**config.mk**
```make
export PLATFORM = sky130hd
export DESIGN_NAME = modbus_wind_sensor_poller
export DESIGN_NICKNAME = d
export VERILOG_FILES = /design/src/rtl/mwsp_pkg.sv /design/src/rtl/mwsp_csr.sv /design/src/rtl/mwsp_front.sv /design/src/rtl/mwsp_queue.sv /design/src/rtl/mwsp_back.sv /design/src/rtl/modbus_wind_sensor_poller.sv
export SDC_FILE = /design/constraint.sdc
export NUM_CORES = 1
export LEC_CHECK = 0
export BUFFER_PORTS_ARGS = -buffer_cell sky130_fd_sc_hd__buf_4
export CORE_MARGIN = 2
export CORE_UTILIZATION = 50
export CTS_BUF_LIST = sky130_fd_sc_hd__clkbuf_4
export DETAILED_ROUTE_END_ITERATION = 16
export GPL_TIMING_DRIVEN = 1
export PLACE_DENSITY = 0.75
export SKIP_LAST_GASP = 1
export SYNTH_ARGS = -nofsm -noshare
export SYNTH_HDL_FRONTEND = slang
export SYNTH_SLANG_ARGS = --single-unit
```
**constraint.sdc**
```tcl
create_clock -name clock -period 6.38 [get_ports clock]
set_clock_uncertainty 0.2 [all_clocks]
set_input_delay 0.319 -clock clock [delete_from_list [all_inputs] [get_ports clock]]
set_output_delay 0.319 -clock clock [all_outputs]
set_load 0.02 [all_outputs]
```
**src/rtl/mwsp_pkg.sv**
```systemverilog
// Shared types and constants for the Modbus wind sensor poller.
// No dependencies.
package mwsp_pkg;

   localparam int TICK_BITS_DEFAULT = 16;
   localparam int QUEUE_DEPTH       = 4;

   localparam logic [7:0]  INTERVAL_RESET = 8'd10;
   localparam logic [7:0]  EN_WAIT_RESET  = 8'd2;
   localparam logic [11:0] TIMEOUT_RESET  = 12'd200;

   typedef struct packed {
      logic [7:0]  interval_units;
      logic [7:0]  enable_wait;
      logic [11:0] reply_timeout;
   } cfg_type;

   // one queued result descriptor; a poll request expands into eight beats
   typedef struct packed {
      logic        is_request;
      logic        drive_enable;
      logic [2:0]  event_code;
      logic        wind_valid;
      logic [15:0] wind_tenths;
   } result_type;

endpackage

```
**src/rtl/mwsp_csr.sv**
```systemverilog
// Configuration registers behind the APB-style port.
// Depends on mwsp_pkg.
module mwsp_csr (
   input  logic             clock,
   input  logic             reset,
   input  logic             csr_psel,
   input  logic             csr_penable,
   input  logic             csr_pwrite,
   input  logic [3:0]       csr_paddr,
   input  logic [31:0]      csr_pwdata,
   output logic [31:0]      csr_prdata,
   output logic             csr_pready,
   output mwsp_pkg::cfg_type cfg
);

   localparam logic [1:0] REG_INTERVAL = 2'd0;
   localparam logic [1:0] REG_EN_WAIT  = 2'd1;
   localparam logic [1:0] REG_TIMEOUT  = 2'd2;

   logic [7:0]  interval_ff;
   logic [7:0]  en_wait_ff;
   logic [11:0] timeout_ff;
   logic        wr_en;

   assign csr_pready = 1'b1;
   assign wr_en = csr_psel & csr_penable & csr_pwrite;

   always_ff @(posedge clock) begin
      if (reset) begin
         interval_ff <= mwsp_pkg::INTERVAL_RESET;
         en_wait_ff  <= mwsp_pkg::EN_WAIT_RESET;
         timeout_ff  <= mwsp_pkg::TIMEOUT_RESET;
      end else if (wr_en) begin
         unique case (csr_paddr[3:2])
            REG_INTERVAL: interval_ff <= csr_pwdata[7:0];
            REG_EN_WAIT:  en_wait_ff  <= csr_pwdata[7:0];
            REG_TIMEOUT:  timeout_ff  <= csr_pwdata[11:0];
            default: ;
         endcase
      end
   end

   always_comb begin
      unique case (csr_paddr[3:2])
         REG_INTERVAL: csr_prdata = {24'd0, interval_ff};
         REG_EN_WAIT:  csr_prdata = {24'd0, en_wait_ff};
         REG_TIMEOUT:  csr_prdata = {20'd0, timeout_ff};
         default:      csr_prdata = 32'd0;
      endcase
   end

   assign cfg.interval_units = interval_ff;
   assign cfg.enable_wait    = en_wait_ff;
   assign cfg.reply_timeout  = timeout_ff;

endmodule

```
**src/rtl/mwsp_front.sv**
```systemverilog
// Front end: poll sequencer, reply capture, running CRC and reply check.
// Emits one result descriptor per accepted request. Depends on mwsp_pkg.
module mwsp_front #(
   parameter int TICK_COUNTER_BITS = mwsp_pkg::TICK_BITS_DEFAULT
) (
   input  logic                 clock,
   input  logic                 reset,
   input  mwsp_pkg::cfg_type    cfg,
   input  logic                 in_valid,
   output logic                 in_ready,
   input  logic                 command,
   input  logic [7:0]           rx_data,
   input  logic                 tx_busy,
   output logic                 push_valid,
   output mwsp_pkg::result_type push_data,
   input  logic                 push_ready
);

   localparam int CmpW = (TICK_COUNTER_BITS > 15) ? TICK_COUNTER_BITS : 15;

   localparam logic [2:0] PH_IDLE      = 3'd0;
   localparam logic [2:0] PH_WAIT_HIGH = 3'd1;
   localparam logic [2:0] PH_REQUEST   = 3'd2;
   localparam logic [2:0] PH_WAIT_LOW  = 3'd3;
   localparam logic [2:0] PH_READ      = 3'd4;

   localparam logic [2:0] EV_NONE      = 3'd0;
   localparam logic [2:0] EV_MALFORMED = 3'd1;
   localparam logic [2:0] EV_CRC       = 3'd2;
   localparam logic [2:0] EV_TIMEOUT   = 3'd3;
   localparam logic [2:0] EV_READING   = 3'd4;

   logic [2:0]                   phase_ff, phase_in;
   logic [TICK_COUNTER_BITS-1:0] elapsed_ff, elapsed_in, elapsed_inc;
   logic [3:0]                   rx_count_ff, rx_count_in;
   logic [7:0]                   reply_ff [7];
   logic [15:0]                  crc_ff, crc_in;
   logic [15:0]                  wind_value_ff, wind_value_in;
   logic                         wind_ok_ff, wind_ok_in;
   logic [2:0]                   event_code;
   logic                         is_request;
   logic                         fire;
   logic                         store_byte;
   logic [14:0]                  interval;
   logic                         sat;
   logic                         reach_interval, reach_wait, reach_timeout;
   logic                         hdr_ok, crc_ok;

   function automatic logic [15:0] crc_byte(input logic [15:0] crc, input logic [7:0] data);
      logic [15:0] c;
      c = crc ^ {8'd0, data};
      for (int b = 0; b < 8; b++) begin
         c = c[0] ? ((c >> 1) ^ 16'hA001) : (c >> 1);
      end
      return c;
   endfunction

   assign fire     = in_valid & push_ready;
   assign in_ready = push_ready;

   assign interval    = 15'(cfg.interval_units) * 15'd100;
   assign sat         = &elapsed_ff;
   assign elapsed_inc = sat ? elapsed_ff : elapsed_ff + 1'b1;

   assign reach_interval = (CmpW'(elapsed_inc) >= CmpW'(interval)) || (&elapsed_inc);
   assign reach_wait     = (CmpW'(elapsed_inc) >= CmpW'(cfg.enable_wait)) || (&elapsed_inc);
   assign reach_timeout  = (CmpW'(elapsed_inc) >= CmpW'(cfg.reply_timeout)) || (&elapsed_inc);

   assign hdr_ok = (reply_ff[0] == 8'h01) && (reply_ff[1] == 8'h03) && (reply_ff[2] == 8'h02);
   assign crc_ok = (reply_ff[5] == crc_ff[7:0]) && (reply_ff[6] == crc_ff[15:8]);

   assign store_byte = fire & command & (phase_ff == PH_READ) & (rx_count_ff < 4'd7);

   always_comb begin
      phase_in      = phase_ff;
      elapsed_in    = elapsed_ff;
      rx_count_in   = rx_count_ff;
      crc_in        = crc_ff;
      wind_value_in = wind_value_ff;
      wind_ok_in    = wind_ok_ff;
      event_code    = EV_NONE;
      is_request    = 1'b0;
      if (command) begin
         if (phase_ff == PH_READ) begin
            if (rx_count_ff < 4'd5) begin
               crc_in = crc_byte(crc_ff, rx_data);
            end
            if (rx_count_ff < 4'd8) begin
               rx_count_in = rx_count_ff + 4'd1;
            end
         end
      end else begin
         elapsed_in = elapsed_inc;
         if (interval != 15'd0) begin
            unique case (phase_ff)
               PH_IDLE: begin
                  if (reach_interval) begin
                     elapsed_in = '0;
                     phase_in   = PH_WAIT_HIGH;
                  end
               end
               PH_WAIT_HIGH: begin
                  if (reach_wait) begin
                     elapsed_in = '0;
                     phase_in   = PH_REQUEST;
                  end
               end
               PH_REQUEST: begin
                  is_request = 1'b1;
                  phase_in   = PH_WAIT_LOW;
               end
               PH_WAIT_LOW: begin
                  if (tx_busy) begin
                     elapsed_in = '0;
                  end else if (reach_wait) begin
                     elapsed_in  = '0;
                     rx_count_in = 4'd0;
                     crc_in      = 16'hFFFF;
                     phase_in    = PH_READ;
                  end
               end
               default: begin
                  if (rx_count_ff >= 4'd7) begin
                     wind_ok_in  = 1'b0;
                     phase_in    = PH_IDLE;
                     rx_count_in = 4'd0;
                     if (rx_count_ff > 4'd7) begin
                        elapsed_in = '0;
                        event_code = EV_MALFORMED;
                     end else if (!hdr_ok) begin
                        event_code = EV_MALFORMED;
                     end else if (!crc_ok) begin
                        event_code = EV_CRC;
                     end else begin
                        wind_value_in = {reply_ff[3], reply_ff[4]};
                        wind_ok_in    = 1'b1;
                        elapsed_in    = '0;
                        event_code    = EV_READING;
                     end
                  end else if (reach_timeout) begin
                     event_code  = EV_TIMEOUT;
                     wind_ok_in  = 1'b0;
                     rx_count_in = 4'd0;
                     phase_in    = PH_IDLE;
                  end
               end
            endcase
         end
      end
   end

   always_ff @(posedge clock) begin
      if (reset) begin
         phase_ff      <= PH_IDLE;
         elapsed_ff    <= '0;
         rx_count_ff   <= 4'd0;
         wind_value_ff <= 16'd0;
         wind_ok_ff    <= 1'b0;
         crc_ff        <= 16'hFFFF;
      end else if (fire) begin
         phase_ff      <= phase_in;
         elapsed_ff    <= elapsed_in;
         rx_count_ff   <= rx_count_in;
         wind_value_ff <= wind_value_in;
         wind_ok_ff    <= wind_ok_in;
         crc_ff        <= crc_in;
      end
   end

   always_ff @(posedge clock) begin
      if (store_byte) begin
         reply_ff[rx_count_ff[2:0]] <= rx_data;
      end
   end

   assign push_valid             = in_valid;
   assign push_data.is_request   = is_request;
   assign push_data.drive_enable = (phase_in == PH_WAIT_HIGH) || (phase_in == PH_REQUEST)
                                   || (phase_in == PH_WAIT_LOW) || is_request;
   assign push_data.event_code   = event_code;
   assign push_data.wind_valid   = wind_ok_in;
   assign push_data.wind_tenths  = wind_value_in;

endmodule

```
**src/rtl/mwsp_queue.sv**
```systemverilog
// Short descriptor queue between the front end and the result stage.
// Depends on mwsp_pkg.
module mwsp_queue (
   input  logic                 clock,
   input  logic                 reset,
   input  logic                 push_valid,
   input  mwsp_pkg::result_type push_data,
   output logic                 push_ready,
   output logic                 pop_valid,
   output mwsp_pkg::result_type pop_data,
   input  logic                 pop
);

   localparam int PtrW = $clog2(mwsp_pkg::QUEUE_DEPTH);

   mwsp_pkg::result_type entry_ff [mwsp_pkg::QUEUE_DEPTH];
   logic [PtrW-1:0] wr_ptr_ff, rd_ptr_ff;
   logic [PtrW:0]   count_ff;
   logic            do_push, do_pop;

   assign push_ready = (count_ff != (PtrW+1)'(mwsp_pkg::QUEUE_DEPTH));
   assign pop_valid  = (count_ff != '0);
   assign do_push    = push_valid & push_ready;
   assign do_pop     = pop & pop_valid;
   assign pop_data   = entry_ff[rd_ptr_ff];

   always_ff @(posedge clock) begin
      if (reset) begin
         wr_ptr_ff <= '0;
         rd_ptr_ff <= '0;
         count_ff  <= '0;
      end else begin
         if (do_push) begin
            wr_ptr_ff <= wr_ptr_ff + 1'b1;
         end
         if (do_pop) begin
            rd_ptr_ff <= rd_ptr_ff + 1'b1;
         end
         if (do_push && !do_pop) begin
            count_ff <= count_ff + 1'b1;
         end else if (do_pop && !do_push) begin
            count_ff <= count_ff - 1'b1;
         end
      end
   end

   always_ff @(posedge clock) begin
      if (do_push) begin
         entry_ff[wr_ptr_ff] <= push_data;
      end
   end

endmodule

```
**src/rtl/mwsp_back.sv**
```systemverilog
// Result stage: output register, expands a poll descriptor into the 8 frame bytes.
// Depends on mwsp_pkg.
module mwsp_back (
   input  logic                 clock,
   input  logic                 reset,
   input  logic                 pop_valid,
   input  mwsp_pkg::result_type pop_data,
   output logic                 pop,
   output logic                 rsp_tvalid,
   input  logic                 rsp_tready,
   output logic [31:0]          rsp_tdata,
   output logic                 rsp_tlast
);

   // read request 01 03 00 00 00 01 84 0A, first byte in the low bits
   localparam logic [63:0] RequestFrame = 64'h0A84_0100_0000_0301;

   mwsp_pkg::result_type cur_ff;
   logic       valid_ff;
   logic [2:0] beat_ff;
   logic       last_beat;
   logic       fire;
   logic [7:0] tx_byte;

   assign last_beat = !cur_ff.is_request || (beat_ff == 3'd7);
   assign fire      = valid_ff & rsp_tready;
   assign pop       = pop_valid & (!valid_ff || (fire && last_beat));

   always_ff @(posedge clock) begin
      if (reset) begin
         valid_ff <= 1'b0;
         beat_ff  <= 3'd0;
      end else if (fire && !last_beat) begin
         beat_ff <= beat_ff + 3'd1;
      end else if (!valid_ff || fire) begin
         valid_ff <= pop_valid;
         beat_ff  <= 3'd0;
      end
   end

   always_ff @(posedge clock) begin
      if (pop) begin
         cur_ff <= pop_data;
      end
   end

   assign tx_byte    = cur_ff.is_request ? RequestFrame[{beat_ff, 3'b000} +: 8] : 8'd0;
   assign rsp_tvalid = valid_ff;
   assign rsp_tlast  = last_beat;
   assign rsp_tdata  = {2'b00, cur_ff.wind_tenths, cur_ff.wind_valid, cur_ff.event_code,
                        cur_ff.drive_enable, tx_byte, cur_ff.is_request};

endmodule

```
**src/rtl/modbus_wind_sensor_poller.sv**
```systemverilog
// Modbus RTU wind sensor poller, top level.
// Depends on mwsp_pkg, mwsp_csr, mwsp_front, mwsp_queue, mwsp_back.
//
// Usage: the req channel carries 1 ms ticks (req_tuser = 0, tx_busy sampled)
// and received serial bytes (req_tuser = 1). Each request gives one result,
// except the tick that sends the poll, which gives the eight bytes of the read
// frame with tx_valid set; rsp_tlast marks the final result of each request.
// The front end updates the poll sequencer in the cycle a request is taken;
// the reply CRC is accumulated over the first five reply bytes. Results reach
// rsp through the descriptor queue and the output register. One request per
// cycle is accepted while the 4-entry descriptor queue has room; the result
// stage drains one result per cycle while rsp_tready is high, and a poll tick
// gives eight. When the receiver stalls, the queue fills and req_tready drops.
// Reset puts the sequencer in idle, clears the counters and the reading, and
// loads the register defaults (interval 10, enable wait 2, timeout 200).
// Registers live at byte addresses 0, 4 and 8; the user is to issue writes only while idle, not enforced by the block.
module modbus_wind_sensor_poller #(
   parameter int TICK_COUNTER_BITS = mwsp_pkg::TICK_BITS_DEFAULT
) (
   input  logic        clock,
   input  logic        reset,
   input  logic        req_tvalid,
   output logic        req_tready,
   input  logic [15:0] req_tdata,  // rx_data[7:0], tx_busy[8], zero fill
   input  logic        req_tuser,  // command
   output logic        rsp_tvalid,
   input  logic        rsp_tready,
   output logic [31:0] rsp_tdata,  // tx_valid, tx_data[8:1], drive_enable, event_res[12:10],
                                   // wind_valid, wind_tenths[29:14], zero fill
   output logic        rsp_tlast,
   input  logic        csr_psel,
   input  logic        csr_penable,
   input  logic        csr_pwrite,
   input  logic [3:0]  csr_paddr,
   input  logic [31:0] csr_pwdata,
   output logic [31:0] csr_prdata,
   output logic        csr_pready
);

   mwsp_pkg::cfg_type    cfg;
   mwsp_pkg::result_type push_data, pop_data;
   logic                 push_valid, push_ready, pop_valid, pop;

   mwsp_csr u_csr (
      .clock       (clock),
      .reset       (reset),
      .csr_psel    (csr_psel),
      .csr_penable (csr_penable),
      .csr_pwrite  (csr_pwrite),
      .csr_paddr   (csr_paddr),
      .csr_pwdata  (csr_pwdata),
      .csr_prdata  (csr_prdata),
      .csr_pready  (csr_pready),
      .cfg         (cfg)
   );

   mwsp_front #(
      .TICK_COUNTER_BITS (TICK_COUNTER_BITS)
   ) u_front (
      .clock      (clock),
      .reset      (reset),
      .cfg        (cfg),
      .in_valid   (req_tvalid),
      .in_ready   (req_tready),
      .command    (req_tuser),
      .rx_data    (req_tdata[7:0]),
      .tx_busy    (req_tdata[8]),
      .push_valid (push_valid),
      .push_data  (push_data),
      .push_ready (push_ready)
   );

   mwsp_queue u_queue (
      .clock      (clock),
      .reset      (reset),
      .push_valid (push_valid),
      .push_data  (push_data),
      .push_ready (push_ready),
      .pop_valid  (pop_valid),
      .pop_data   (pop_data),
      .pop        (pop)
   );

   mwsp_back u_back (
      .clock      (clock),
      .reset      (reset),
      .pop_valid  (pop_valid),
      .pop_data   (pop_data),
      .pop        (pop),
      .rsp_tvalid (rsp_tvalid),
      .rsp_tready (rsp_tready),
      .rsp_tdata  (rsp_tdata),
      .rsp_tlast  (rsp_tlast)
   );

endmodule

```
# == Word level (Yosys, flattened, before mapping) ==
# Memory sizes are Yosys's and may differ from the RTL's. A register that Yosys moved wholly into a read port is not among the register bits.
# Cells that the tools add are included.
# W data, S select, Z words.
# classes
add_sub_neg,7
multipliers,1
n_lt_le_gt_ge,8
n_eq_ne,23
shifts,1
muxes,79
bitwise,20
n_reduce_logical,42
# ops
operator,count
$mux W16,31
$pmux W16 S4,1
$shiftx A64 B7 Y8 const A,1
$mux W3,19
$pmux W12 S3,1
$mux W4,8
$reduce_and A16 Y1,2
$not A2 Y3,8
$add A16 B1 Y16 const B,1
$eq A8 B2 Y1 const B,2
$eq A8 B8 Y1,2
$ge A16 B12 Y1,1
$ge A16 B15 Y1,1
$ge A16 B8 Y1,1
$xor A16 B8 Y16,1
$mux W1,15
$reduce_bool A15 Y1,1
$mul A8 B5 Y13 const B,1
$eq A3 B2 Y1 const B,4
$pmux W3 S4,1
$ne A2 B1 Y1 const B,5
$reduce_and A2 Y1,5
$reduce_bool A2 Y1,5
$and A1 B1 Y1,9
30 further kinds,55
# totals
ff_bits,95
ramBits,144
in_bits,60
output_inout_bits,68
word_cells,197
n_memories,2
# memory_table
memory,depth,word_bits,read_ports,rd_ports_with_merged_regs,write_ports,line,source
u_queue.entry_ff,4,22,1,1,1,mwsp_queue.sv:16,mwsp_pkg::result_type entry_ff [mwsp_pkg::QUEUE_DEPTH];
u_front.reply_ff,7,8,7,0,1,mwsp_front.sv:36,logic [7:0] reply_ff [7];

# == Longest topological paths before layout ==
# depth
word_depth,20
ltp_mapped,21
ltp_nobuf,20

# == Cells and area by module ==
# Synthesis repeated with hierarchy kept, for this count alone.
# hier_totals
cells_unflattened,1097
area_unflattened_um2,13331.5
# modules_own_cells
mod,instances,cells_each,area_each_um2,seq_area_each_um2
mwsp_front,1,703,7094.3,2802.7
mwsp_queue,1,162,3658.5,2822.7
mwsp_csr,1,169,1581.5,560.5
mwsp_back,1,63,997.2,740.7

# == Worst setup path after synthesis ==
# Ideal clock, no wire load.
# synth_timing
kind,register -> register
start,register u_csr.interval_ff[2]
end,register u_front.elapsed_ff[0]
setup_ns,0.057
t_arrival_ns,4.468
required_time_ns,6.123
slack_ns,1.654
stages_incl_launch_ff,20
n_path_buf,1
period_less_slack_ns,4.726
cell_sequence,dfxtp_1 -> ha_1 -> ha_1 -> ha_1 -> inv_1 -> fa_1 -> nand2b_1 -> a211oi_1 -> o2bb2ai_1 -> xnor2_1 -> inv_1 -> ha_1 -> a2111oi_0 -> o211ai_1 -> or3_1 -> o2bb2ai_1 -> o41ai_4 -> buf_6 -> nor3_1 -> a21o_1
# synth_between
elab_chain_len,6
word_cells_on_any_way,7
cone_classes,mul (1); order compare (1); mux (3); reduce/logical (2)
# synth_rtl
element,line,source
start: declaration,mwsp_csr.sv:20,logic [7:0] interval_ff;
start signal: assignment,mwsp_csr.sv:30,interval_ff <= mwsp_pkg::INTERVAL_RESET;
start signal: assignment,mwsp_csr.sv:35,REG_INTERVAL: interval_ff <= csr_pwdata[7:0];
$mul A8 B5 Y13 *,mwsp_front.sv:61,assign interval = 15'(cfg.interval_units) * 15'd100;
$ge A16 B15 Y1,mwsp_front.sv:65,assign reach_interval = (CmpW'(elapsed_inc) >= CmpW'(interval)) || (&elapsed_inc);
$logic_or A1 B1 Y1,mwsp_front.sv:65,
$mux W16,mwsp_front.sv:97,if (reach_interval) begin
$pmux W16 S4,mwsp_front.sv:95,unique case (phase_ff)
$mux W16 *,mwsp_front.sv:94,if (interval != 15'd0) begin
end signal: assignment,mwsp_front.sv:162,elapsed_ff <= elapsed_in;
end: declaration,mwsp_front.sv:34,"logic [TICK_COUNTER_BITS-1:0] elapsed_ff, elapsed_in, elapsed_inc;"
# Every way passes the cells marked *; elsewhere a longest branch is shown, timed or not.
# A chain may end at the register's enable or synchronous reset.

# == Worst setup path after layout ==
# layout_timing
start,register u_csr.interval_ff[2]
end,register u_front.elapsed_ff[9]
# Same word-level chain as after synthesis.

==> flow_summary.json <==
{
  "synth.distinct_cells": 60,
  "cp.depth": 20,
  "p_leak_nw": 5.62,
  "synthArstFlopShare_pct": 0,
  "syn_area_mm2": 0.0125,
  "portBuffers": 72,
  "min_path_type": "in2reg",
  "antenna_found_initial": 1,
  "crit_slowest_cell": "o41ai_4",
  "start_util_pct": 51.3,
  "status": "finished, final reports clean",
  "crit_top_cell": "ha_1",
  "nNetsFinal": 1310,
  "drt-total-wl_um": 24700,
  "cp_top_family": "adder cells",
  "maxCapViolCount": 0,
  "cp_num_buf_inv": 3,
  "ys_ff_latch": 261,
  "synth_cells": 1032,
  "cts_resized": 0,
  "powerDensity_mw_per_mm2": 299,
  "worst_skew_pair.late_latency_ns": 0.68,
  "r2r_cells": 20,
  "drtIter0Drc": 644,
  "ant_nets": 0,
  "tightest_slew_ns": 1.17,
  "coreArea_mm2": 0.0245,
  "io_pins": 128,
  "synth_area_leaders": "edfxtp_1 (40%), dfxtp_1 (15%), ha_1 (7.5%)",
  "dieArea_mm2": 0.0264,
  "globalRoute.busiestLayer": "met2",
  "htree_levels": 3,
  "yosysTopAreaCellShare_pct": 39.7,
  "fp.dieW_um": 162,
  "hold_viol": 0,
  "post-route-period-util_pct": 85.2,
  "syn_to_final_growth_pct": 15.5,
  "relSlewSlack_pct": 22.1,
  "num_rows": 57,
  "cts.sinks": 261,
  "worstSetupEndpointType": "flip-flop",
  "min_path_cells": 5,
  "cts_buffer_depth": 3,
  "grt_start_max_net_pins": 64,
  "cts_buffers": 67,
  "vias": 8246,
  "tritoncts": "built",
  "rsz0062_at_grt": "no",
  "syn_area_per_cell_um2": 12.2,
  "stdcell_area_mm2": 0.0145,
  "dr.pass1.iters": 5,
  "path_cells": "ha_1, ha_1, ha_1, inv_1, fa_1, nand2b_1, a211oi_1, o2bb2ai_1, xnor2_1, inv_1, ha_1, nand3_1, nor2_1, o31ai_1, a31oi_1, o2bb2ai_1, o41ai_4, buf_4, nand2b_1, nand2_1",
  "ir_worst_vdd_mv": 0.196,
  "met1_usage_pct": 26.3,
  "synth_edf_count": 166,
  "drive_above_1_share_pct": 19.9,
  "clk_pin_slew_ns": 0.06,
  "setup_tns_ns": 0,
  "critPathLaunchType": "flip-flop",
  "place.gp.congestion": 0.813,
  "path_max_fanout": 10,
  "wl_per_cell_um": 15.9,
  "synth_top_flop_cell": "edfxtp_1",
  "synth_top_area_cell": "edfxtp_1",
  "final_max_slew_viol_count": 0,
  "grt_pass1_wl_um": 40700,
  "critPathRequiredTime_ns": 6.71,
  "viasPerCell": 5.32,
  "die_y_um": 162,
  "post-route-min-period_ns": 5.44,
  "crit_type": "reg2reg",
  "finalSetupViolations": 0,
  "use_met2_pct": 31.5,
  "use_met3_pct": 3.79,
  "placed_cell_area_mm2": 0.0133,
  "dp_hpwl_um": 16500,
  "slowest_delay_ns": 0.56,
  "drc": 0,
  "seq_area_frac_synth_pct": 54.9,
  "grt_use_total_pct": 19.4,
  "max_freq_mhz": 184,
  "cts_root_buf": "clkbuf_4",
  "worst-endpoint-arrival_ns": 5.76,
  "yosys_warnings": 0,
  "grt_overflow": 0,
  "first_global_vias": 8096
}
[Yosys cell counts (all sizes together) (10+ instances only)]
cell / n
buf: 43
a21oi: 39
and2: 11
dfxtp: 95
ha: 75
mux2: 19
and3: 11
mux2i: 44
nand2: 75
o21ai: 32
edfxtp: 166
nand3: 13
xnor2: 47
nor3: 18
nand2b: 14
nor2: 78
mux4: 22
clkbuf: 17
xor2: 14
a21o: 13
a2bb2oi: 10
inv: 64
nand4: 29
[cells in the final DEF, fill, tap and decap left out, types with 31 or more instances in the layout]
cell and count:
a21oi_1 38, mux2i_1 44, ha_1 75, buf_4 78
xnor2_1 47, o21ai_0 31, dfxtp_1 95, inv_1 64
nand2_1 75, edfxtp_1 166, clkbuf_4 102, nor2_1 78
[layer usage]
metal,share of wire [%],vias up
met4,1.7,0
met5,0,-
met3,5.2,34
li1,-,4018
met1,46,3988
met2,47,206
[final cells by class]
type,instances,area (um2)
Clock buffer,102,766
Antenna cell,2,5.00
Tap cell,324,405
Fill cell,1897,9970
Sequential cell,261,6890
Timing Repair Buffer,106,866
Inverter,64,240
Clock inverter,20,166
Multi-Input combinational cell,671,5150
[worst reg2reg max path, delay by kind of cell (launching register included)]
kind / cells / cell delay (ns)
fa+ha+maj: 5 / 1.65
compound gates: 6 / 1.59
simple gates: 5 / 0.63
flops: 1 / 0.51
buf+inv: 3 / 0.42
xor+xnor: 1 / 0.36
[metrics by stage]
step,hold WS (ns),instances,power (W),setup slack [ns],utilization (%)
floorplan,0.218,1056,0.00259,1.65,-
global placement,0.262,1398,0.00283,1.05,54.3
detailed placement,0.266,1398,0.00285,1.00,54.3
CTS,0.0103,1548,0.00438,0.947,59.2
global route,0.0773,1550,0.00454,0.517,59.2
finish,0.0651,1550,0.00433,0.941,59.2
[path summary, 6_finish.rpt]
kind,startpoint,slack (ns),end
min,csr_penable,0.07,u_csr.timeout_ff[4]$_SDFFE_PP0P_
min reg2reg,u_csr.timeout_ff[4]$_SDFFE_PP0P_,0.28,u_csr.timeout_ff[4]$_SDFFE_PP0P_
max reg2reg,u_csr.interval_ff[2]$_SDFFE_PP0P_,0.94,u_front.elapsed_ff[9]$_SDFFE_PP0P_
max,u_csr.interval_ff[2]$_SDFFE_PP0P_,0.94,u_front.elapsed_ff[9]$_SDFFE_PP0P_
[report_power, final]
part	leakage [nW]	total [W]	switching, W	internal, W
sequential	2.22	0.00207	0.0000730	0.00199
clock	0.538	0.00152	0.000660	0.000855
combinational	2.86	0.000748	0.000419	0.000329
[sequential cells by signal, summed over array words and instances, names as in the netlist, 3 cells and up]
signal / cells
u_csr.timeout_ff: 12
u_queue.entry_ff: 88
u_front.elapsed_ff: 16
u_csr.en_wait_ff: 8
u_csr.interval_ff: 8
u_back.beat_ff: 3
u_front.crc_ff: 16
u_queue.count_ff: 3
u_back.rsp_tdata: 22
u_front.phase_ff: 3
u_front.rx_count_ff: 4
u_front.reply_ff: 56
u_front.wind_value_ff: 16
[cells by family after synthesis]
kind of cell               share of synthesized area [%]
DFF                                                 54.9
AOI/OAI and AO/OA                                   7.58
buffers and inverters                               4.82
and+or+nand+nor                                     11.1
adders and majority gates                           8.12
muxes                                               9.17
other                                             0.0599
xor gates and xnor gates                            4.26
[timing repair]
action | 4_1_cts | 5_1_grt
hold buffers | 28 | 0
buffers inserted | 0 | 0
hold endpoints to repair | 119 | 0
(Power assumes the default switching activity.)
